===== src/udiv256_pkg.sv =====
// Shared types and constants for the 256-bit unsigned divider.
// Used by udiv256_ctrl, udiv256_dp and unsigned_divider_256_core.
`default_nettype none

package udiv256_pkg;

	localparam int unsigned WORD_W  = 64;
	localparam int unsigned OPND_W  = 256;
	localparam int unsigned CNT_W   = 8;
	localparam logic [CNT_W-1:0] CNT_LAST = 8'd255;

	typedef enum logic [1:0] {
		ST_IDLE,
		ST_RUN,
		ST_FINISH
	} udiv_state_t;

	// controller to datapath
	typedef struct packed {
		logic load;
		logic step;
		logic capture;
	} udiv_cmd_t;

	// datapath to controller
	typedef struct packed {
		logic special;
	} udiv_sts_t;

endpackage

`default_nettype wire


===== src/udiv256_dp.sv =====
// Datapath of the 256-bit divider: operand, partial remainder and output registers.
// Depends on udiv256_pkg; driven by udiv256_ctrl through udiv_cmd_t.
`default_nettype none

module udiv256_dp (
	input  wire                                 clk,
	input  wire                                 arst_n,
	input  udiv256_pkg::udiv_cmd_t              cmd,
	output udiv256_pkg::udiv_sts_t              sts,
	input  wire [2*udiv256_pkg::OPND_W-1:0]     in_data,
	output logic [udiv256_pkg::OPND_W-1:0]      quo_out,
	output logic [udiv256_pkg::OPND_W-1:0]      rem_out,
	output logic                                div0_out
);
	import udiv256_pkg::*;

	logic [OPND_W-1:0] in_num;
	logic [OPND_W-1:0] in_den;
	logic              num_zero;
	logic              den_zero;

	// num_q shifts dividend bits out at the top and quotient bits in at the bottom
	logic [OPND_W-1:0] num_q;
	logic [OPND_W-1:0] rem_q;
	logic [OPND_W-1:0] den_q;
	logic              div0_q;

	logic [OPND_W:0]   shifted;
	logic [OPND_W+1:0] diff;
	logic              take;

	logic [OPND_W-1:0] quo_out_q;
	logic [OPND_W-1:0] rem_out_q;
	logic              div0_out_q;

	assign in_num   = in_data[OPND_W-1:0];
	assign in_den   = in_data[2*OPND_W-1:OPND_W];
	assign num_zero = (in_num == '0);
	assign den_zero = (in_den == '0);
	assign sts.special = num_zero | den_zero;

	assign shifted = {rem_q, num_q[OPND_W-1]};
	assign diff    = {1'b0, shifted} - {2'b00, den_q};
	// no borrow means the shifted remainder reaches the divisor
	assign take    = ~diff[OPND_W+1];

	always_ff @(posedge clk or negedge arst_n) begin
		if (!arst_n) begin
			den_q      <= '0;
			div0_q     <= 1'b0;
			num_q      <= '0;
			rem_q      <= '0;
			quo_out_q  <= '0;
			rem_out_q  <= '0;
			div0_out_q <= 1'b0;
		end else begin
			if (cmd.load) begin
				den_q  <= in_den;
				div0_q <= ~num_zero & den_zero;
				if (~num_zero & den_zero) begin
					num_q <= '0;
					rem_q <= in_num;
				end else begin
					num_q <= in_num;
					rem_q <= '0;
				end
			end else if (cmd.step) begin
				num_q <= {num_q[OPND_W-2:0], take};
				rem_q <= take ? diff[OPND_W-1:0] : shifted[OPND_W-1:0];
			end
			if (cmd.capture) begin
				quo_out_q  <= num_q;
				rem_out_q  <= rem_q;
				div0_out_q <= div0_q;
			end
		end
	end

	assign quo_out  = quo_out_q;
	assign rem_out  = rem_out_q;
	assign div0_out = div0_out_q;

endmodule

`default_nettype wire


===== src/udiv256_ctrl.sv =====
// Controller of the 256-bit divider: sequencer state, bit counter and output valid.
// Depends on udiv256_pkg; drives udiv256_dp through udiv_cmd_t.
`default_nettype none

module udiv256_ctrl (
	input  wire                      clk,
	input  wire                      arst_n,
	input  wire                      s_tvalid,
	output logic                     s_tready,
	output logic                     m_tvalid,
	input  wire                      m_tready,
	input  udiv256_pkg::udiv_sts_t   sts,
	output udiv256_pkg::udiv_cmd_t   cmd
);
	import udiv256_pkg::*;

	udiv_state_t       state_q;
	udiv_state_t       state_d;
	logic [CNT_W-1:0]  cnt_q;
	logic              out_valid_q;

	always_comb begin
		state_d = state_q;
		case (state_q)
			ST_IDLE: begin
				if (s_tvalid) begin
					state_d = sts.special ? ST_FINISH : ST_RUN;
				end
			end
			ST_RUN: begin
				if (cnt_q == '0) begin
					state_d = ST_FINISH;
				end
			end
			ST_FINISH: begin
				if (!out_valid_q || m_tready) begin
					state_d = ST_IDLE;
				end
			end
			default: begin
				state_d = ST_IDLE;
			end
		endcase
	end

	always_comb begin
		s_tready    = 1'b0;
		cmd.load    = 1'b0;
		cmd.step    = 1'b0;
		cmd.capture = 1'b0;
		case (state_q)
			ST_IDLE: begin
				s_tready = 1'b1;
				cmd.load = s_tvalid;
			end
			ST_RUN: begin
				cmd.step = 1'b1;
			end
			ST_FINISH: begin
				cmd.capture = !out_valid_q || m_tready;
			end
			default: begin
				s_tready = 1'b0;
			end
		endcase
	end

	always_ff @(posedge clk or negedge arst_n) begin
		if (!arst_n) begin
			state_q     <= ST_IDLE;
			cnt_q       <= '0;
			out_valid_q <= 1'b0;
		end else begin
			state_q <= state_d;
			if (cmd.load) begin
				cnt_q <= CNT_LAST;
			end else if (cmd.step) begin
				cnt_q <= cnt_q - 1'b1;
			end
			// hold the word until taken; a new capture refills the register
			if (cmd.capture) begin
				out_valid_q <= 1'b1;
			end else if (m_tready) begin
				out_valid_q <= 1'b0;
			end
		end
	end

	assign m_tvalid = out_valid_q;

endmodule

`default_nettype wire


===== src/unsigned_divider_256_core.sv =====
// Top level of the 256-bit unsigned divider: stream ports, controller and datapath.
// Depends on udiv256_pkg, udiv256_ctrl and udiv256_dp.
//
// Usage:
//   Slave channel s_*: one word carries dividend and divisor, 256 bits each.
//   Master channel m_*: one word carries quotient and remainder; m_tuser[0]
//   flags a zero divisor with a nonzero dividend (quotient zero, remainder
//   equal to the dividend). A zero dividend returns zeros and no flag.
//   One word is worked on at a time by a radix-2 restoring divider that
//   settles one quotient bit per cycle with a single 258-bit subtract.
//   From acceptance the word is loaded, stepped once per quotient bit and then
//   captured into the output register, raising m_tvalid; a zero dividend or
//   divisor skips the steps. The bit-serial loop admits no new word till capture.
//   The result sits in an output register, so the next word is accepted and
//   computed while the previous one waits for m_tready; if the receiver still
//   stalls when the next result is done, the divider holds in its final state.
//   Reset (arst_n low) drops any word in flight and clears m_tvalid;
//   the block leaves reset idle with s_tready high.
`default_nettype none

module unsigned_divider_256_core (
	input  wire          clk,
	input  wire          arst_n,
	input  wire          s_tvalid,
	output logic         s_tready,
	// dividend_w0, dividend_w1, dividend_w2, dividend_w3,
	// divisor_w0, divisor_w1, divisor_w2, divisor_w3
	input  wire  [511:0] s_tdata,
	output logic         m_tvalid,
	input  wire          m_tready,
	// quotient_w0, quotient_w1, quotient_w2, quotient_w3,
	// remainder_w0, remainder_w1, remainder_w2, remainder_w3
	output logic [511:0] m_tdata,
	// status
	output logic [0:0]   m_tuser
);
	import udiv256_pkg::*;

	udiv_cmd_t          cmd;
	udiv_sts_t          sts;
	logic [OPND_W-1:0]  quo;
	logic [OPND_W-1:0]  rem;
	logic               div0;

	udiv256_ctrl u_ctrl (
		.clk      (clk),
		.arst_n   (arst_n),
		.s_tvalid (s_tvalid),
		.s_tready (s_tready),
		.m_tvalid (m_tvalid),
		.m_tready (m_tready),
		.sts      (sts),
		.cmd      (cmd)
	);

	udiv256_dp u_dp (
		.clk      (clk),
		.arst_n   (arst_n),
		.cmd      (cmd),
		.sts      (sts),
		.in_data  (s_tdata),
		.quo_out  (quo),
		.rem_out  (rem),
		.div0_out (div0)
	);

	assign m_tdata = {rem, quo};
	assign m_tuser = div0;

	// never overwrite a result the receiver has not taken
	a_capture_free: assert property (@(posedge clk) disable iff (!arst_n)
		cmd.capture |-> (!m_tvalid || m_tready))
		else $error("result register overwritten while stalled");

	// one word at a time: no acceptance right after one
	a_one_in_flight: assert property (@(posedge clk) disable iff (!arst_n)
		(s_tvalid && s_tready) |=> !s_tready)
		else $error("second word accepted while busy");

	// divide-by-zero flag comes with a zero quotient and a nonzero remainder
	a_div0_result: assert property (@(posedge clk) disable iff (!arst_n)
		(m_tvalid && m_tuser[0]) |-> (quo == '0 && rem != '0))
		else $error("divide-by-zero result inconsistent");

endmodule

`default_nettype wire

===== config.mk =====
export PLATFORM = sky130hd
export DESIGN_NAME = unsigned_divider_256_core
export DESIGN_NICKNAME = d
export VERILOG_FILES = /design/src/udiv256_pkg.sv /design/src/udiv256_dp.sv /design/src/udiv256_ctrl.sv /design/src/unsigned_divider_256_core.sv
export SDC_FILE = /design/constraint.sdc
export NUM_CORES = 2
export LEC_CHECK = 0
export ABC_AREA = 1
export ABC_CLOCK_PERIOD_IN_PS = 4800
export BUFFER_PORTS_ARGS = -buffer_cell sky130_fd_sc_hd__buf_2
export CORE_MARGIN = 2
export CORE_UTILIZATION = 30
export CTS_CLUSTER_SIZE = 12
export DETAILED_ROUTE_END_ITERATION = 8
export HOLD_SLACK_MARGIN = 0.02
export PLACE_DENSITY_LB_ADDON = 0.05
export SKIP_CTS_REPAIR_TIMING = 1
export SYNTH_ARGS = -nofsm -noshare
export SYNTH_HDL_FRONTEND = slang
export SYNTH_SLANG_ARGS = --single-unit
export TNS_END_PERCENT = 20

===== constraint.sdc =====
create_clock -name clk -period 4.8 [get_ports clk]
set_input_delay 0.96 -clock clk [delete_from_list [all_inputs] [get_ports clk]]
set_output_delay 0.96 -clock clk [all_outputs]
set_load 0.02 [all_outputs]

Word level (Yosys, flattened, before mapping)
Index checks and enable logic that the tools add are counted.
{"block": "totals", "reg_bits": 1293, "inputBits": 516, "output_inout_bits": 515, "word_cells": 50}
{"block": "classes", "n_addsub": 2, "n_eq_ne": 5, "n_mux": 20, "bitwise_logic": 4, "reduce_logical": 9}
{"op": "256-bit two-way mux", "n": 7}
{"op": "256-bit zero test", "n": 2}
{"op": "257-bit by 256-bit subtractor with 258-bit output", "n": 1}
{"op": "8-bit two-way mux", "n": 2}
{"op": "8-bit zero test", "n": 1}
{"op": "2-bit two-way mux", "n": 4}
{"op": "8-bit by 1-bit subtractor with 8-bit output (second input constant)", "n": 1}
{"op": "1-bit two-way mux", "n": 6}
{"op": "2-bit one-hot mux with 3 select lines", "n": 1}
{"op": "2-bit by 1-bit != test with 1-bit output (second input constant)", "n": 2}
{"op": "2-bit nonzero test", "n": 2}
{"op": "3-bit AND reduction", "n": 1}
{"op": "2-bit by 1-bit equality test with 1-bit output (second input constant)", "n": 1}
{"op": "2-bit equality test (second input constant)", "n": 1}
{"op": "2-bit zero test", "n": 1}
{"op": "2-bit != test (second input constant)", "n": 1}
{"op": "1-bit NOT", "n": 2}
{"op": "1-bit bitwise AND", "n": 1}
{"op": "1-bit zero test", "n": 1}
{"op": "1-bit logical OR", "n": 1}
{"op": "1-bit OR", "n": 1}

Depth between registers and ports, before layout
{"block": "logic_depth", "depth_word": 5, "depth_mapped": 24, "mapped_depth_nobuf": 24}

Modules after synthesis
A second synthesis with hierarchy kept.
{"block": "hier_totals", "hier_cells": 13723, "hier_area_um2": 91542.8}
{"module": "udiv256_dp", "instances": 1, "cells_each": 13644, "area_each_um2": 90915.9, "seq_area_each_um2": 32080.8}
{"module": "udiv256_ctrl", "instances": 1, "cells_each": 79, "area_each_um2": 626.9, "seq_area_each_um2": 275.3}

Worst setup path after synthesis
Ideal clock, no wire load.
{"block": "synth_timing", "kind": "input-to-reg", "start": "input port s_tdata[361]", "end": "register u_dp.rem_q[177]", "setup_time_ns": 0.078, "t_arrival_ns": 2.664, "t_required_ns": 4.722, "path_slack_ns": 2.058, "stages": 11, "path_buffers": 2, "cell_sequence": "nor4_1 > nand3_1 > nor3_1 > nand3_1 > nor2_4 > nand3_1 > clkbuf_1 > clkbuf_1 > o21ai_0 > inv_1 > a21boi_1"}
{"block": "synth_via", "elab_chain_cells": 4}
{"element": "from (decl)", "line": "unsigned_divider_256_core.sv:28", "text": "input wire [511:0] s_tdata,"}
{"element": "256-bit zero test", "line": "udiv256_dp.sv:39", "text": "assign den_zero = (in_den == '0);"}
{"element": "1-bit bitwise AND", "line": "udiv256_dp.sv:60", "text": "if (~num_zero & den_zero) begin"}
{"element": "256-bit two-way mux", "line": "udiv256_dp.sv:60"}
{"element": "256-bit two-way mux", "line": "udiv256_dp.sv:57", "text": "if (cmd.load) begin"}
{"element": "to (signal assigned)", "line": "udiv256_dp.sv:62", "text": "rem_q <= in_num;"}
{"element": "to (signal assigned)", "line": "udiv256_dp.sv:69", "text": "rem_q <= take ? diff[OPND_W-1:0] : shifted[OPND_W-1:0];"}
{"element": "to (decl)", "line": "udiv256_dp.sv:24", "text": "logic [OPND_W-1:0] rem_q;"}
Every way passes these cells.
A chain may end at the register's enable or synchronous reset.

Worst setup path in the final report
{"block": "layout_timing", "start": "register u_dp.rem_q[39]", "end": "register u_dp.rem_q[139]"}
{"block": "layout_via", "elab_chain_cells": 4}
{"element": "257-bit by 256-bit subtractor with 258-bit output", "line": "udiv256_dp.sv:43", "text": "assign diff = {1'b0, shifted} - {2'b00, den_q};"}
{"element": "256-bit two-way mux", "line": "udiv256_dp.sv:69"}
{"element": "256-bit two-way mux", "line": "udiv256_dp.sv:67", "text": "end else if (cmd.step) begin"}
{"element": "256-bit two-way mux", "line": "udiv256_dp.sv:57"}
Every way passes these cells. The select of a mux whose other input is x is not followed.

==> qor.txt <==
Status - finished clean
Synthesized Nets - 14900
Worst Path Arrival - 5.44 ns
Post-DP HPWL - 439 mm
Post-route setup TNS - 0 ns
Post-Route Skew - 0.0791 ns
Area of the core - 302000 sq um
Max-cap violations - 0
DRT antenna net count - 0
Fmax - 0.213 GHz
Worst r2r src - u_dp.rem_q[39]$_DFFE_PN0P_
RR Endpoint - u_dp.rem_q[139]$_DFFE_PN0P_
Vias in the first global route - 93300
Largest net degree at the start of global routing - 150
Die H - 554 um
Wire per inst - 27.0 um
Synth Instances - 14200
Gpl congestion - 1.10
H-tree Lvls - 4
Warnings from Yosys - 0
Final Cycle Share - 97.7%
Crit-path slowest cell - nand2_1
Final Hold Viols - 0
Gr usage total - 33.1%
Share of cells above drive strength 1 - 12.7%
Post-Syn Area per Cell - 6.41 sq um
Vias - 95500
Final net count - 16000
TritonCTS clock tree - done
DRC - 0
Root Driver - clkbuf_16
Synth unique cells - 42
Reg2Reg Depth - 16
Fin util - 35.7%
I/O Pins - 1031
Unrepaired setup endpoints after global routing - false
Num rows - 202
Area growth from synthesis to layout - 18.7%
Kind of start point of the critical path - register
CP Class - register to register
Port-buffer cells - 1030
Slew at the pin closest to its max-slew limit - 1.03 ns
Critical Path Start - u_dp.rem_q[39]$_DFFE_PN0P_
Most used DFF post-synth - dfrtp_1
Detailed Route WL - 522 mm
TritonCTS buffer count - 164
Slowest cell delay on critical path - 0.60 ns
Crit path required time - 5.55 ns
GRT Residual Overflow - 0
Sequential fraction of the synthesis area - 35.6%
Pins Over Slew Limit - 0
Slew HR - 31.6%
Initial antenna violation count - 37
Hold Path Class - input port to async pin
Vias per inst - 4.94
Pre-Repair DR Iteration Count - 6
Worst reg-to-reg setup slack - 0.11 ns
Die ar. - 307000 sq um
Flops & latches, synth - 1293
Fraction of registers with async set/reset - 100%
Final setup fails - 0
# fillers - 34200
Worst-path fanout max - 4
Critical path cell sequence - ha_1 -> nand2_1 -> nor2_1 -> nand2_1 -> nor2_1 -> and2_1 -> nand2_1 -> nand3b_1 -> nand2_1 -> nand2_1 -> nand2_1 -> nand3b_1 -> nand2_1 -> nand2_1 -> nand3_1 -> a21boi_0
Crit end category - register
Starting Density - 30.1%
Clock Tree Buf Depth - 4
Worst-Skew Late Latency - 0.89 ns
Tmin final - 4.69 ns
Starting DRT DRC Count - 8467
Most frequent CP cell - nand2_1
Die W - 554 um
Worst-path clk slew - 0.06 ns
Mapped cell area - 90900 sq um
Post-synth EDFFs - 0
# clock sinks - 1293
First-pass GRT wire length - 725 mm
-- kinds of logic (layout without fill, tap and decap cells) --
group                    count (synthesis)  in the layout  synth area share, %
buffers and inverters                 3544           4722                 14.8
adder cells (fa/ha/maj)                259            259                 3.57
XOR/XNOR                               129            129                 1.24
multiplexers                           254            254                 3.15
AO/OA/AOI/OAI                         1620           1620                 9.73
flip-flops                            1293           1293                 35.6
other                                    0             17                    0
AND/OR/NAND/NOR                       7067           7067                 31.8
-- per-layer routing --
metal	GRT usage (%)	vias up	wire (um)
met5	0	-	192
met4	15.7	30	28700
met3	5.74	752	33200
met2	52.7	3198	234000
met1	43.3	45800	226000
li1	-	45700	-
-- through the flow --
| step | setup WS [ns] | hold WS (ns) | instance area, sq um | instances |
|---|---|---|---|---|
| after floorplan | 2.06 | 0.453 | 90900 | 14200 |
| after global placement | 0.322 | 0.462 | 103000 | 19000 |
| after detailed placement | 0.306 | 0.468 | 103000 | 19000 |
| after CTS | 0.258 | 0.0276 | 108000 | 19300 |
| after global routing | 0.0735 | 0.0569 | 108000 | 19300 |
| final | 0.109 | 0.0450 | 108000 | 19300 |
-- worst max path at each step --
stage                                              to  cells after the start  slack, ns
after floorplan           u_dp.rem_q[177]$_DFFE_PN0P_                     11       2.06
after global placement    u_dp.rem_q[222]$_DFFE_PN0P_                     13       0.32
after detailed placement  u_dp.rem_q[139]$_DFFE_PN0P_                     16       0.31
after CTS                 u_dp.rem_q[139]$_DFFE_PN0P_                     16       0.26
after global routing      u_dp.rem_q[139]$_DFFE_PN0P_                     16       0.07
final                     u_dp.rem_q[139]$_DFFE_PN0P_                     16       0.11
-- cell usage in the layout, fill, tap and decap left out, drive strengths merged, types with 2 or more instances in the layout --
cell type     n
nor3         70
o211ai        2
mux2        254
diode        17
ha          258
nand2      5069
xnor2         4
nand3b       60
bufinv        9
nand4       382
o21ai       704
a21o          3
and2          7
nor4        111
buf        1375
inv        3073
dfrtp      1293
a21oi       504
o22ai       255
xor2        125
a21boi      109
clkinv       35
nand3       566
o21a          6
clkbuf      224
clkinvlp      6
or2           2
nor2        799
o21bai       34
-- critical path: cells and delay by family (launching register included) --
kind / cells / cell delay [ns]
simple gates: 14 / 3.43
flops: 1 / 0.41
fa+ha+maj: 1 / 0.57
compound gates: 1 / 0.18
-- synth_stat cells (all sizes together) (109+ instances only) --
cell type | instances | share of area [%]
a21boi | 109 | 0.90
a21oi | 504 | 2.8
buf | 110 | 0.66
clkbuf | 363 | 1.5
dfrtp | 1293 | 36
ha | 258 | 3.6
inv | 3068 | 13
mux2 | 254 | 3.1
nand2 | 5069 | 21
nand3 | 566 | 3.1
nand4 | 382 | 2.6
nor2 | 799 | 3.4
nor4 | 111 | 0.76
o21ai | 704 | 3.9
o22ai | 255 | 1.8
xor2 | 125 | 1.2
-- registers in the layout, indices dropped and copies added (netlist names) --
register / flops
u_dp.num_q: 256
u_dp.den_q: 256
u_ctrl.m_tvalid: 1
u_dp.rem_out: 256
u_ctrl.state_q: 2
u_dp.div0_q: 1
u_ctrl.cnt_q: 8
u_dp.quo_out: 256
u_dp.div0_out: 1
u_dp.rem_q: 256
-- final cells by class --
class | instances | area (sq um) | area share, %
Multi-Input combinational cell | 9329 | 45100 | 41.8
Sequential cell | 1293 | 32400 | 30.0
Inverter | 3071 | 11500 | 10.7
Timing Repair Buffer | 1375 | 8600 | 7.97
Tap cell | 3978 | 4980 | 4.61
Clock buffer | 224 | 4650 | 4.31
Clock inverter | 52 | 604 | 0.560
Antenna cell | 17 | 42.5 | 0.0394
Power is left out: the tool's default activity adds up to more than one toggle a clock period on the data nets, which glitch-free logic cannot reach.
